`config.mk`:
```
export PLATFORM = sky130hd
export DESIGN_NAME = utf8_to_utf16_stream_decoder_unit
export DESIGN_NICKNAME = d
export VERILOG_FILES = /design/src/hw/rtl/u8u16_pkg.sv /design/src/hw/rtl/utf8_to_utf16_stream_decoder_unit.sv
export SDC_FILE = /design/constraint.sdc
export NUM_CORES = 1
export LEC_CHECK = 0
export ABC_AREA = 0
export BUFFER_PORTS_ARGS = -buffer_cell sky130_fd_sc_hd__buf_2
export CAP_MARGIN = 10
export CORE_MARGIN = 4
export CORE_UTILIZATION = 42
export DETAILED_ROUTE_END_ITERATION = 12
export MAX_ROUTING_LAYER = met4
export PLACE_DENSITY = 0.6
export SYNTH_ARGS = -nofsm -noshare
export SYNTH_HDL_FRONTEND = slang
export SYNTH_SLANG_ARGS = --single-unit
```
`constraint.sdc`:
```
create_clock -name clk -period 5.6 [get_ports clk]
set_clock_uncertainty 0.05 [all_clocks]
set_input_delay 0.28 -clock clk [delete_from_list [all_inputs] [get_ports clk]]
set_output_delay 0.28 -clock clk [all_outputs]
set_load 0.02 [all_outputs]
```
`src/hw/rtl/u8u16_pkg.sv`:
```
// ---------------------------------------------------------------------------
// u8u16_pkg - shared types and constants for the UTF-8 to UTF-16 decoder
// Holds the result record, byte class limits and surrogate constants.
// ---------------------------------------------------------------------------
package u8u16_pkg;

    localparam int unsigned POINT_W = 21;

    localparam logic [7:0]  LEAD_MIN     = 8'hC2;
    localparam logic [7:0]  LEAD_MAX     = 8'hF4;
    localparam logic [7:0]  LEAD3_MIN    = 8'hE0;
    localparam logic [7:0]  LEAD4_MIN    = 8'hF0;
    localparam logic [1:0]  CONT_TAG     = 2'b10;

    localparam logic [POINT_W-1:0] MIN3_PREFIX = 21'h00020;
    localparam logic [POINT_W-1:0] MIN4_PREFIX = 21'h00010;
    localparam logic [POINT_W-1:0] MAX4_PREFIX = 21'h0010F;
    localparam logic [POINT_W-1:0] SUPP_BASE   = 21'h10000;
    localparam logic [POINT_W-1:0] SURR_LO     = 21'h0D800;
    localparam logic [POINT_W-1:0] SURR_HI     = 21'h0E000;

    localparam logic [15:0] HIGH_SURR = 16'hD800;
    localparam logic [15:0] LOW_SURR  = 16'hDC00;

    localparam logic [2:0]  LEN_1 = 3'd1;
    localparam logic [2:0]  LEN_4 = 3'd4;

    typedef struct packed {
        logic [15:0] code_unit;
        logic        illegal;
        logic [2:0]  seq_length;
        logic        last;
    } result_t;

endpackage

```
`src/hw/rtl/utf8_to_utf16_stream_decoder_unit.sv`:
```
// ---------------------------------------------------------------------------
// utf8_to_utf16_stream_decoder_unit - streaming UTF-8 to UTF-16 decoder
// Decodes one UTF-8 byte per transfer into zero, one or two UTF-16 units.
// ---------------------------------------------------------------------------
//  channel | handshake             | payload
//  input   | in_valid / in_stall   | data_byte[7:0], end_of_input
//  output  | out_valid / out_stall | code_unit[15:0], illegal, seq_length[2:0], last
//
// One byte is taken per cycle while the input is not stalled. A byte is held in
// the input register, decoded there, and its results land in a four-entry
// result queue, from which the output side takes them.
// The input stalls only while the queue holds more than two results, which
// happens briefly after a surrogate pair or when the output side stalls.
// Reset clears the decode state, the input valid flag and the queue at once.
// ---------------------------------------------------------------------------
module utf8_to_utf16_stream_decoder_unit
(
    input  logic        clk,
    input  logic        rst_n,

    input  logic        in_valid,
    output logic        in_stall,
    input  logic [7:0]  data_byte,
    input  logic        end_of_input,

    output logic        out_valid,
    input  logic        out_stall,
    output logic [15:0] code_unit,
    output logic        illegal,
    output logic [2:0]  seq_length,
    output logic        last
);

    localparam int unsigned PW = u8u16_pkg::POINT_W;

    // Input register
    logic       in_vld_reg;
    logic [7:0] byte_reg;
    logic       eoi_reg;

    // Decode state
    logic [PW-1:0] point_reg,  point_next;
    logic [1:0]    needed_reg, needed_next;
    logic [2:0]    seen_reg,   seen_next;

    // Result queue
    u8u16_pkg::result_t fifo_reg [4];
    logic [1:0] wr_ptr_reg;
    logic [1:0] rd_ptr_reg;
    logic [2:0] count_reg, count_next;

    logic in_take;
    logic advance;
    logic out_take;
    logic room;

    logic [1:0]         n_res;
    u8u16_pkg::result_t res0;
    u8u16_pkg::result_t res1;

    logic [PW-1:0] shifted;
    logic [1:0]    needed_dec;
    logic [2:0]    seen_inc;
    logic [19:0]   supp_off;
    logic          range_bad;
    logic          is_surr;

    assign room     = (count_reg <= 3'd2);
    assign advance  = in_vld_reg && room;
    assign in_stall = in_vld_reg && !room;
    assign in_take  = in_valid && !in_stall;
    assign out_valid = (count_reg != 3'd0);
    assign out_take  = out_valid && !out_stall;

    assign {code_unit, illegal, seq_length, last} = fifo_reg[rd_ptr_reg];

    assign shifted    = {point_reg[PW-7:0], byte_reg[5:0]};
    assign needed_dec = needed_reg - 2'd1;
    assign seen_inc   = seen_reg + 3'd1;
    assign supp_off   = 20'(shifted - u8u16_pkg::SUPP_BASE);
    assign is_surr    = (shifted >= u8u16_pkg::SURR_LO) && (shifted < u8u16_pkg::SURR_HI);

    // The early range check only applies to the second byte of a sequence.
    always_comb
    begin
        range_bad = 1'b0;
        if (seen_inc == 3'd2)
        begin
            if (needed_dec == 2'd1)
                range_bad = (shifted < u8u16_pkg::MIN3_PREFIX);
            else if (needed_dec == 2'd2)
                range_bad = (shifted < u8u16_pkg::MIN4_PREFIX) ||
                            (shifted > u8u16_pkg::MAX4_PREFIX);
        end
    end

    always_comb
    begin
        point_next  = point_reg;
        needed_next = needed_reg;
        seen_next   = seen_reg;
        n_res       = 2'd0;
        res0        = '{code_unit: 16'h0, illegal: 1'b1, seq_length: 3'd0, last: 1'b1};
        res1        = res0;

        if (advance)
        begin
            if (eoi_reg)
            begin
                point_next  = '0;
                needed_next = '0;
                seen_next   = '0;
                if (needed_reg != 2'd0)
                    n_res = 2'd1;
            end
            else if (needed_reg == 2'd0)
            begin
                if (!byte_reg[7])
                begin
                    n_res = 2'd1;
                    res0  = '{code_unit: {8'h0, byte_reg}, illegal: 1'b0,
                              seq_length: u8u16_pkg::LEN_1, last: 1'b1};
                end
                else if (byte_reg < u8u16_pkg::LEAD_MIN || byte_reg > u8u16_pkg::LEAD_MAX)
                begin
                    n_res = 2'd1;
                end
                else
                begin
                    seen_next = 3'd1;
                    if (byte_reg < u8u16_pkg::LEAD3_MIN)
                    begin
                        point_next  = {{(PW-5){1'b0}}, byte_reg[4:0]};
                        needed_next = 2'd1;
                    end
                    else if (byte_reg < u8u16_pkg::LEAD4_MIN)
                    begin
                        point_next  = {{(PW-4){1'b0}}, byte_reg[3:0]};
                        needed_next = 2'd2;
                    end
                    else
                    begin
                        point_next  = {{(PW-3){1'b0}}, byte_reg[2:0]};
                        needed_next = 2'd3;
                    end
                end
            end
            else if (byte_reg[7:6] != u8u16_pkg::CONT_TAG || range_bad)
            begin
                point_next  = '0;
                needed_next = '0;
                seen_next   = '0;
                n_res       = 2'd1;
            end
            else if (needed_dec != 2'd0)
            begin
                point_next  = shifted;
                needed_next = needed_dec;
                seen_next   = seen_inc;
            end
            else
            begin
                point_next  = '0;
                needed_next = '0;
                seen_next   = '0;
                if (is_surr)
                begin
                    n_res = 2'd1;
                end
                else if (shifted >= u8u16_pkg::SUPP_BASE)
                begin
                    n_res = 2'd2;
                    res0  = '{code_unit: u8u16_pkg::HIGH_SURR + {6'h0, supp_off[19:10]},
                              illegal: 1'b0, seq_length: u8u16_pkg::LEN_4, last: 1'b0};
                    res1  = '{code_unit: u8u16_pkg::LOW_SURR + {6'h0, supp_off[9:0]},
                              illegal: 1'b0, seq_length: u8u16_pkg::LEN_4, last: 1'b1};
                end
                else
                begin
                    n_res = 2'd1;
                    res0  = '{code_unit: shifted[15:0], illegal: 1'b0,
                              seq_length: seen_inc, last: 1'b1};
                end
            end
        end
    end

    assign count_next = count_reg + {1'b0, n_res} - {2'b0, out_take};

    always_ff @(posedge clk or negedge rst_n)
    begin
        if (!rst_n)
        begin
            in_vld_reg <= 1'b0;
            point_reg  <= '0;
            needed_reg <= '0;
            seen_reg   <= '0;
            wr_ptr_reg <= '0;
            rd_ptr_reg <= '0;
            count_reg  <= '0;
        end
        else
        begin
            if (in_take)
                in_vld_reg <= 1'b1;
            else if (advance)
                in_vld_reg <= 1'b0;
            point_reg  <= point_next;
            needed_reg <= needed_next;
            seen_reg   <= seen_next;
            wr_ptr_reg <= wr_ptr_reg + n_res;
            if (out_take)
                rd_ptr_reg <= rd_ptr_reg + 2'd1;
            count_reg  <= count_next;
        end
    end

    always_ff @(posedge clk)
    begin
        if (in_take)
        begin
            byte_reg <= data_byte;
            eoi_reg  <= end_of_input;
        end
        if (n_res != 2'd0)
            fifo_reg[wr_ptr_reg] <= res0;
        if (n_res == 2'd2)
            fifo_reg[wr_ptr_reg + 2'd1] <= res1;
    end

endmodule

```
======== Word-level counts from Yosys, hierarchy flattened ========
Memories as Yosys holds them, arrays and structs flattened.
Index checks and enable logic that the tools add are counted.
Widths: inputs -> output; s select.
storage, ports and cells
  memories kept ........................... 1
  RAM bits ................................ 84
  bits in registers ....................... 37
  word-level logic and storage cells ...... 112
memories
  name      depth  bits a word  rd ports  clocked after memory_dff  wr ports  line                                     source
  fifo_reg  4      21           1         0                         2         utf8_to_utf16_stream_decoder_unit.sv:47  u8u16_pkg::result_t fifo_reg [4];
operators by class
  add/subtract/negate cells ............... 10
  reductions and logical operators ........ 18
  order comparisons ....................... 11
  mux-type cells .......................... 56
  equal/unequal tests ..................... 7
operator list
  operator                number
  $mux 21                 14
  $mux 15                 6
  $add 15x11->16 const A  2
  $mux 2                  14
  $lt 8x8->1 const B      3
  $ge 21x16->1 const B    1
  $ge 21x17->1 const B    1
  $gt 21x9->1 const B     1
  $lt 21x16->1 const B    1
  $lt 21x5->1 const B     1
  $lt 21x6->1 const B     1
  $sub 20x17->20 const B  1
  $mux 3                  6
  $mux 1                  13
  $mux 12                 1
  $gt 8x8->1 const B      1
  $reduce_bool 2->1       4
  $ne 3x3->1 const B      2
  $logic_and 1x1->1       5
  $mux 5                  1
  $add 2x1->2 const B     2
  $eq 2x2->1 const B      2
  $mux 4                  1
  $add 3x1->3 const B     1
  other kinds (13)        17

======== Depth between registers and ports, before layout ========
  depth in word-level cells ............... 13
  mapped depth ............................ 14

======== Least setup slack after synthesis ========
Ideal clock, no wire load.
  path kind ............................... register to register
  start point ............................. register point_reg[0]
  end point ............................... register count_reg[2]
  arrival time ............................ 3.223 ns
  setup time .............................. 0.123 ns
  slack ................................... 2.204 ns
  stages on the path, launching flop included .. 14
  cell sequence ........................... dfrtp_1 -> buf_6 -> nor4_4 -> nand3_1 -> or4_4 -> a221oi_2 -> o2111ai_1 -> nor2_2 -> inv_2 -> ha_1 -> inv_1 -> fa_1 -> xnor2_1 -> xnor2_1
between the ends
  longest elaborated chain between the ends .. 12
RTL lines
  item                                        line                                                                              source
  start, declared                             utf8_to_utf16_stream_decoder_unit.sv:42                                           logic [PW-1:0] point_reg, point_next;
  start signal, assigned                      utf8_to_utf16_stream_decoder_unit.sv:208                                          point_reg <= point_next;
  $lt 21x5->1 or $gt 21x9->1 (tied branches)  utf8_to_utf16_stream_decoder_unit.sv:92, utf8_to_utf16_stream_decoder_unit.sv:93
  $logic_or 1x1->1                            utf8_to_utf16_stream_decoder_unit.sv:92                                           range_bad = (shifted < u8u16_pkg::MIN4_PREFIX) ||
  $mux 1                                      utf8_to_utf16_stream_decoder_unit.sv:91                                           else if (needed_dec == 2'd2)
  $mux 1                                      utf8_to_utf16_stream_decoder_unit.sv:89                                           if (needed_dec == 2'd1)
  $mux 1                                      utf8_to_utf16_stream_decoder_unit.sv:87                                           if (seen_inc == 3'd2)
  $logic_or 1x1->1                            utf8_to_utf16_stream_decoder_unit.sv:148                                          else if (byte_reg[7:6] != u8u16_pkg::CONT_TAG || range_bad)
  $mux 2 *                                    utf8_to_utf16_stream_decoder_unit.sv:148
  $mux 2 *                                    utf8_to_utf16_stream_decoder_unit.sv:116                                          else if (needed_reg == 2'd0)
  $mux 2 *                                    utf8_to_utf16_stream_decoder_unit.sv:108                                          if (eoi_reg)
  $mux 2 *                                    utf8_to_utf16_stream_decoder_unit.sv:106                                          if (advance)
  $add 3x2->3 *                               utf8_to_utf16_stream_decoder_unit.sv:188                                          assign count_next = count_reg + {1'b0, n_res} - {2'b0, out_take};
  $sub 3x1->3 *                               utf8_to_utf16_stream_decoder_unit.sv:188
  via count_next[2]                           utf8_to_utf16_stream_decoder_unit.sv:50                                           logic [2:0] count_reg, count_next;
  end signal, assigned                        utf8_to_utf16_stream_decoder_unit.sv:214                                          count_reg <= count_next;
  end, declared                               utf8_to_utf16_stream_decoder_unit.sv:50
The timed path passes the listed nets; every way through them passes the cells marked *.
A chain may end at the register's enable or synchronous reset.

==> impl_metrics.tcl <==
set metrics [dict create \
    firstDrtPassIters 5 \
    cts_root_buf "clkbuf_16" \
    area_growth_pct 15.13 \
    grt-ovfl-total 0 \
    yosysTopAreaCellShare_pct 38.56 \
    fin_nets 562 \
    dieArea_um2 16250 \
    critPathCaptureType "register" \
    routed_wl_mm 15.22 \
    final_common_cell "edfxtp_1" \
    fp.dieH_um 127.5 \
    p_per_area_nw_per_um2 502.1 \
    avgSynthCellArea_um2 11.94 \
    finalWeightedCongestion 0.9394 \
    n_antenna_cell 0 \
    p_sw_mw 1.309 \
    drc 0 \
    antenna_left 0 \
    relSlewSlack_pct 31.59 \
    io_buffers 35 \
    ys_top_cells_by_area "edfxtp_1 39%, dfrtp_1 12%, mux4_2 7.9%" \
    synth_cells 502 \
    vdd_drop_max_mv 0.2106 \
    drv_slew 0 \
    min_period_ns 4.395 \
    total_power_mw 3.466 \
    fin_setup_tns_ns 0 \
    path_class "register to register" \
    post-dp-hpwl_mm 10.89 \
    vias_per_cell 5.784 \
    cp_max_fo 17 \
    tightest_slew_ns 1.026 \
    place_inst 687 \
    floorplan.initialDensity_pct 43.03 \
    max_freq_ghz 0.2275 \
    drt_iter0_markers 490 \
    grt_use_total_pct 20.46 \
    cts_tree "yes" \
    hold_viol_final 0 \
    antenna_found_initial 0 \
    seq_area_frac_synth_pct 55.59 \
    p_comb_share_pct 33.7 \
    cts_max_level 4 \
    status "finished clean" \
    die_w_um 127.5 \
    async_reset_ff_share_pct 23.14 \
    rrSetupSlack_ns 1.21 \
    clk_path_buf_depth 2 \
    worstPathRequired_ns 5.60 \
    drive_gt1_share_pct 18.55 \
    core_um2 13930 \
    leakagePower_nw 2.501 \
    cts_sinks 121 \
    layout_common_cells "77 x edfxtp_1, 57 x nor2_1, 37 x nand2_1" \
    yosysTopAreaCell "edfxtp_1" \
    postCtsSetupBuffers 0 \
    p_sw_share_pct 37.78 \
    rsz0062_at_grt "false" \
    p_seq_share_pct 38.8 \
    timing.hold.ws_ns 0.1285 \
    stdcell_count 730 \
    fin_crit_sh_pct 78.48 \
    yosys_most_used_dff "edfxtp_1" \
    critPathLaunchType "register" \
    setup_viol 0 \
    cap_violations 0 \
    grt_pass1_vias 4173 \
    ys.warnings.count 0 \
    grt_max_degree 30 \
    yosys_register_bits 121 \
    synth_area_um2 5996 \
    hold_start "out_stall" \
    rows 43 \
    largest_register_ffs 84 \
    clk_latency_ns 0.42 \
    r2r-start "byte_reg[5]" \
    ys_types 60 \
    grt_pass1_wl_mm 24.41 \
    clk_pin_slew_worst_paths_ns 0.05 \
    synth_fp_nets 527 \
    wl_per_cell_um 20.84 \
    p_int_mw 2.156 \
    cp.arrival_ns 4.39 \
    hold_class "input port to register" \
    layout.core_utilization_pct 49.54 \
    clockPowerShare_pct 27.5 \
    synth_edf_count 77 \
    io_pins 36 \
    numCtsBuffers 17 \
    cp-startpoint "byte_reg[5]" \
    dr_total_vias 4222 \
    cts.repair.resized 0 \
]
metal layers:
layer,vias to the layer above,global-route usage [%],wire (um)
met4,0,6.309,361
li1,1958,-,-
met3,27,5.602,1009
met5,-,-,0
met2,161,30.44,7112
met1,2076,27.52,6732
power by group through the flow:
stage	clock [mW]	sequential (mW)	combinational [mW]
6_report	0.955	1.34	1.17
5_1_grt	1.01	1.37	1.28
4_1_cts	0.961	1.34	1.18
3_5_place_dp	0	1.36	1.17
3_3_place_gp	0	1.35	1.16
2_1_floorplan	0	1.22	0.977
layout make-up:
class,instances,area [um2]
fill,1241,7032
sequential,121,3333
multi-input combinational,324,2436
clock buffer,19,432.9
timing repair buffer,48,300.3
tap,180,225.2
inverter,25,93.84
clock inverter,13,81.33
worst paths after layout:
check | endpoint | depth (start not counted)
worst max-delay path | fifo_reg[2][7] | 10
min in group asynchronous | point_reg[5] | 2
max in group asynchronous | count_reg[1] | 2
worst max register to register | fifo_reg[2][7] | 10
worst min-delay path | rd_ptr_reg[0] | 3
worst min register to register | fifo_reg[1][18] | 1
critical path, cell delays in order (launching register included):
cell and delay (ns):
edfxtp_1 0.57, nor4_4 0.37, nand3_1 0.12, or4_4 0.49, a221oi_2 0.36, o2111ai_1 0.29
nor2_2 0.53, inv_2 0.24, nor2_4 0.27, a21oi_1 0.15, inv_1 0.55
metrics by stage:
stage	setup WS, ns	area, um2
after floorplan	2.204	5996
after global placement	1.520	6279
after detailed placement	1.328	6279
after CTS	1.292	6903
after global routing	0.9537	6903
final	1.205	6903
cell usage after synthesis, types with 8 or more instances:
cell type / count
edfxtp_1: 77
nor2_1: 57
nand2_1: 37
a22o_1: 32
dfrtp_1: 28
inv_1: 24
clkbuf_1: 23
o21ai_0: 23
mux4_2: 21
a21oi_1: 18
dfxtp_1: 16
nand3_1: 15
ha_1: 11
a22oi_1: 8
nor2b_1: 8
cell families after synthesis:
family	Yosys count	synth area share (%)
AND/OR/NAND/NOR	156	13.17
AO/OA/AOI/OAI	127	15.78
flip-flops	121	55.59
buffers and inverters	57	3.777
multiplexers	21	7.888
adder cells (fa/ha/maj)	12	2.629
XOR/XNOR	8	1.169
what timing repair did:
item	4_1_cts	5_1_grt
hold buffers	11	0
hold endpoints to repair	38	0
endpoints found under the setup margin	0	0
Power figures use the tool's default switching activity.
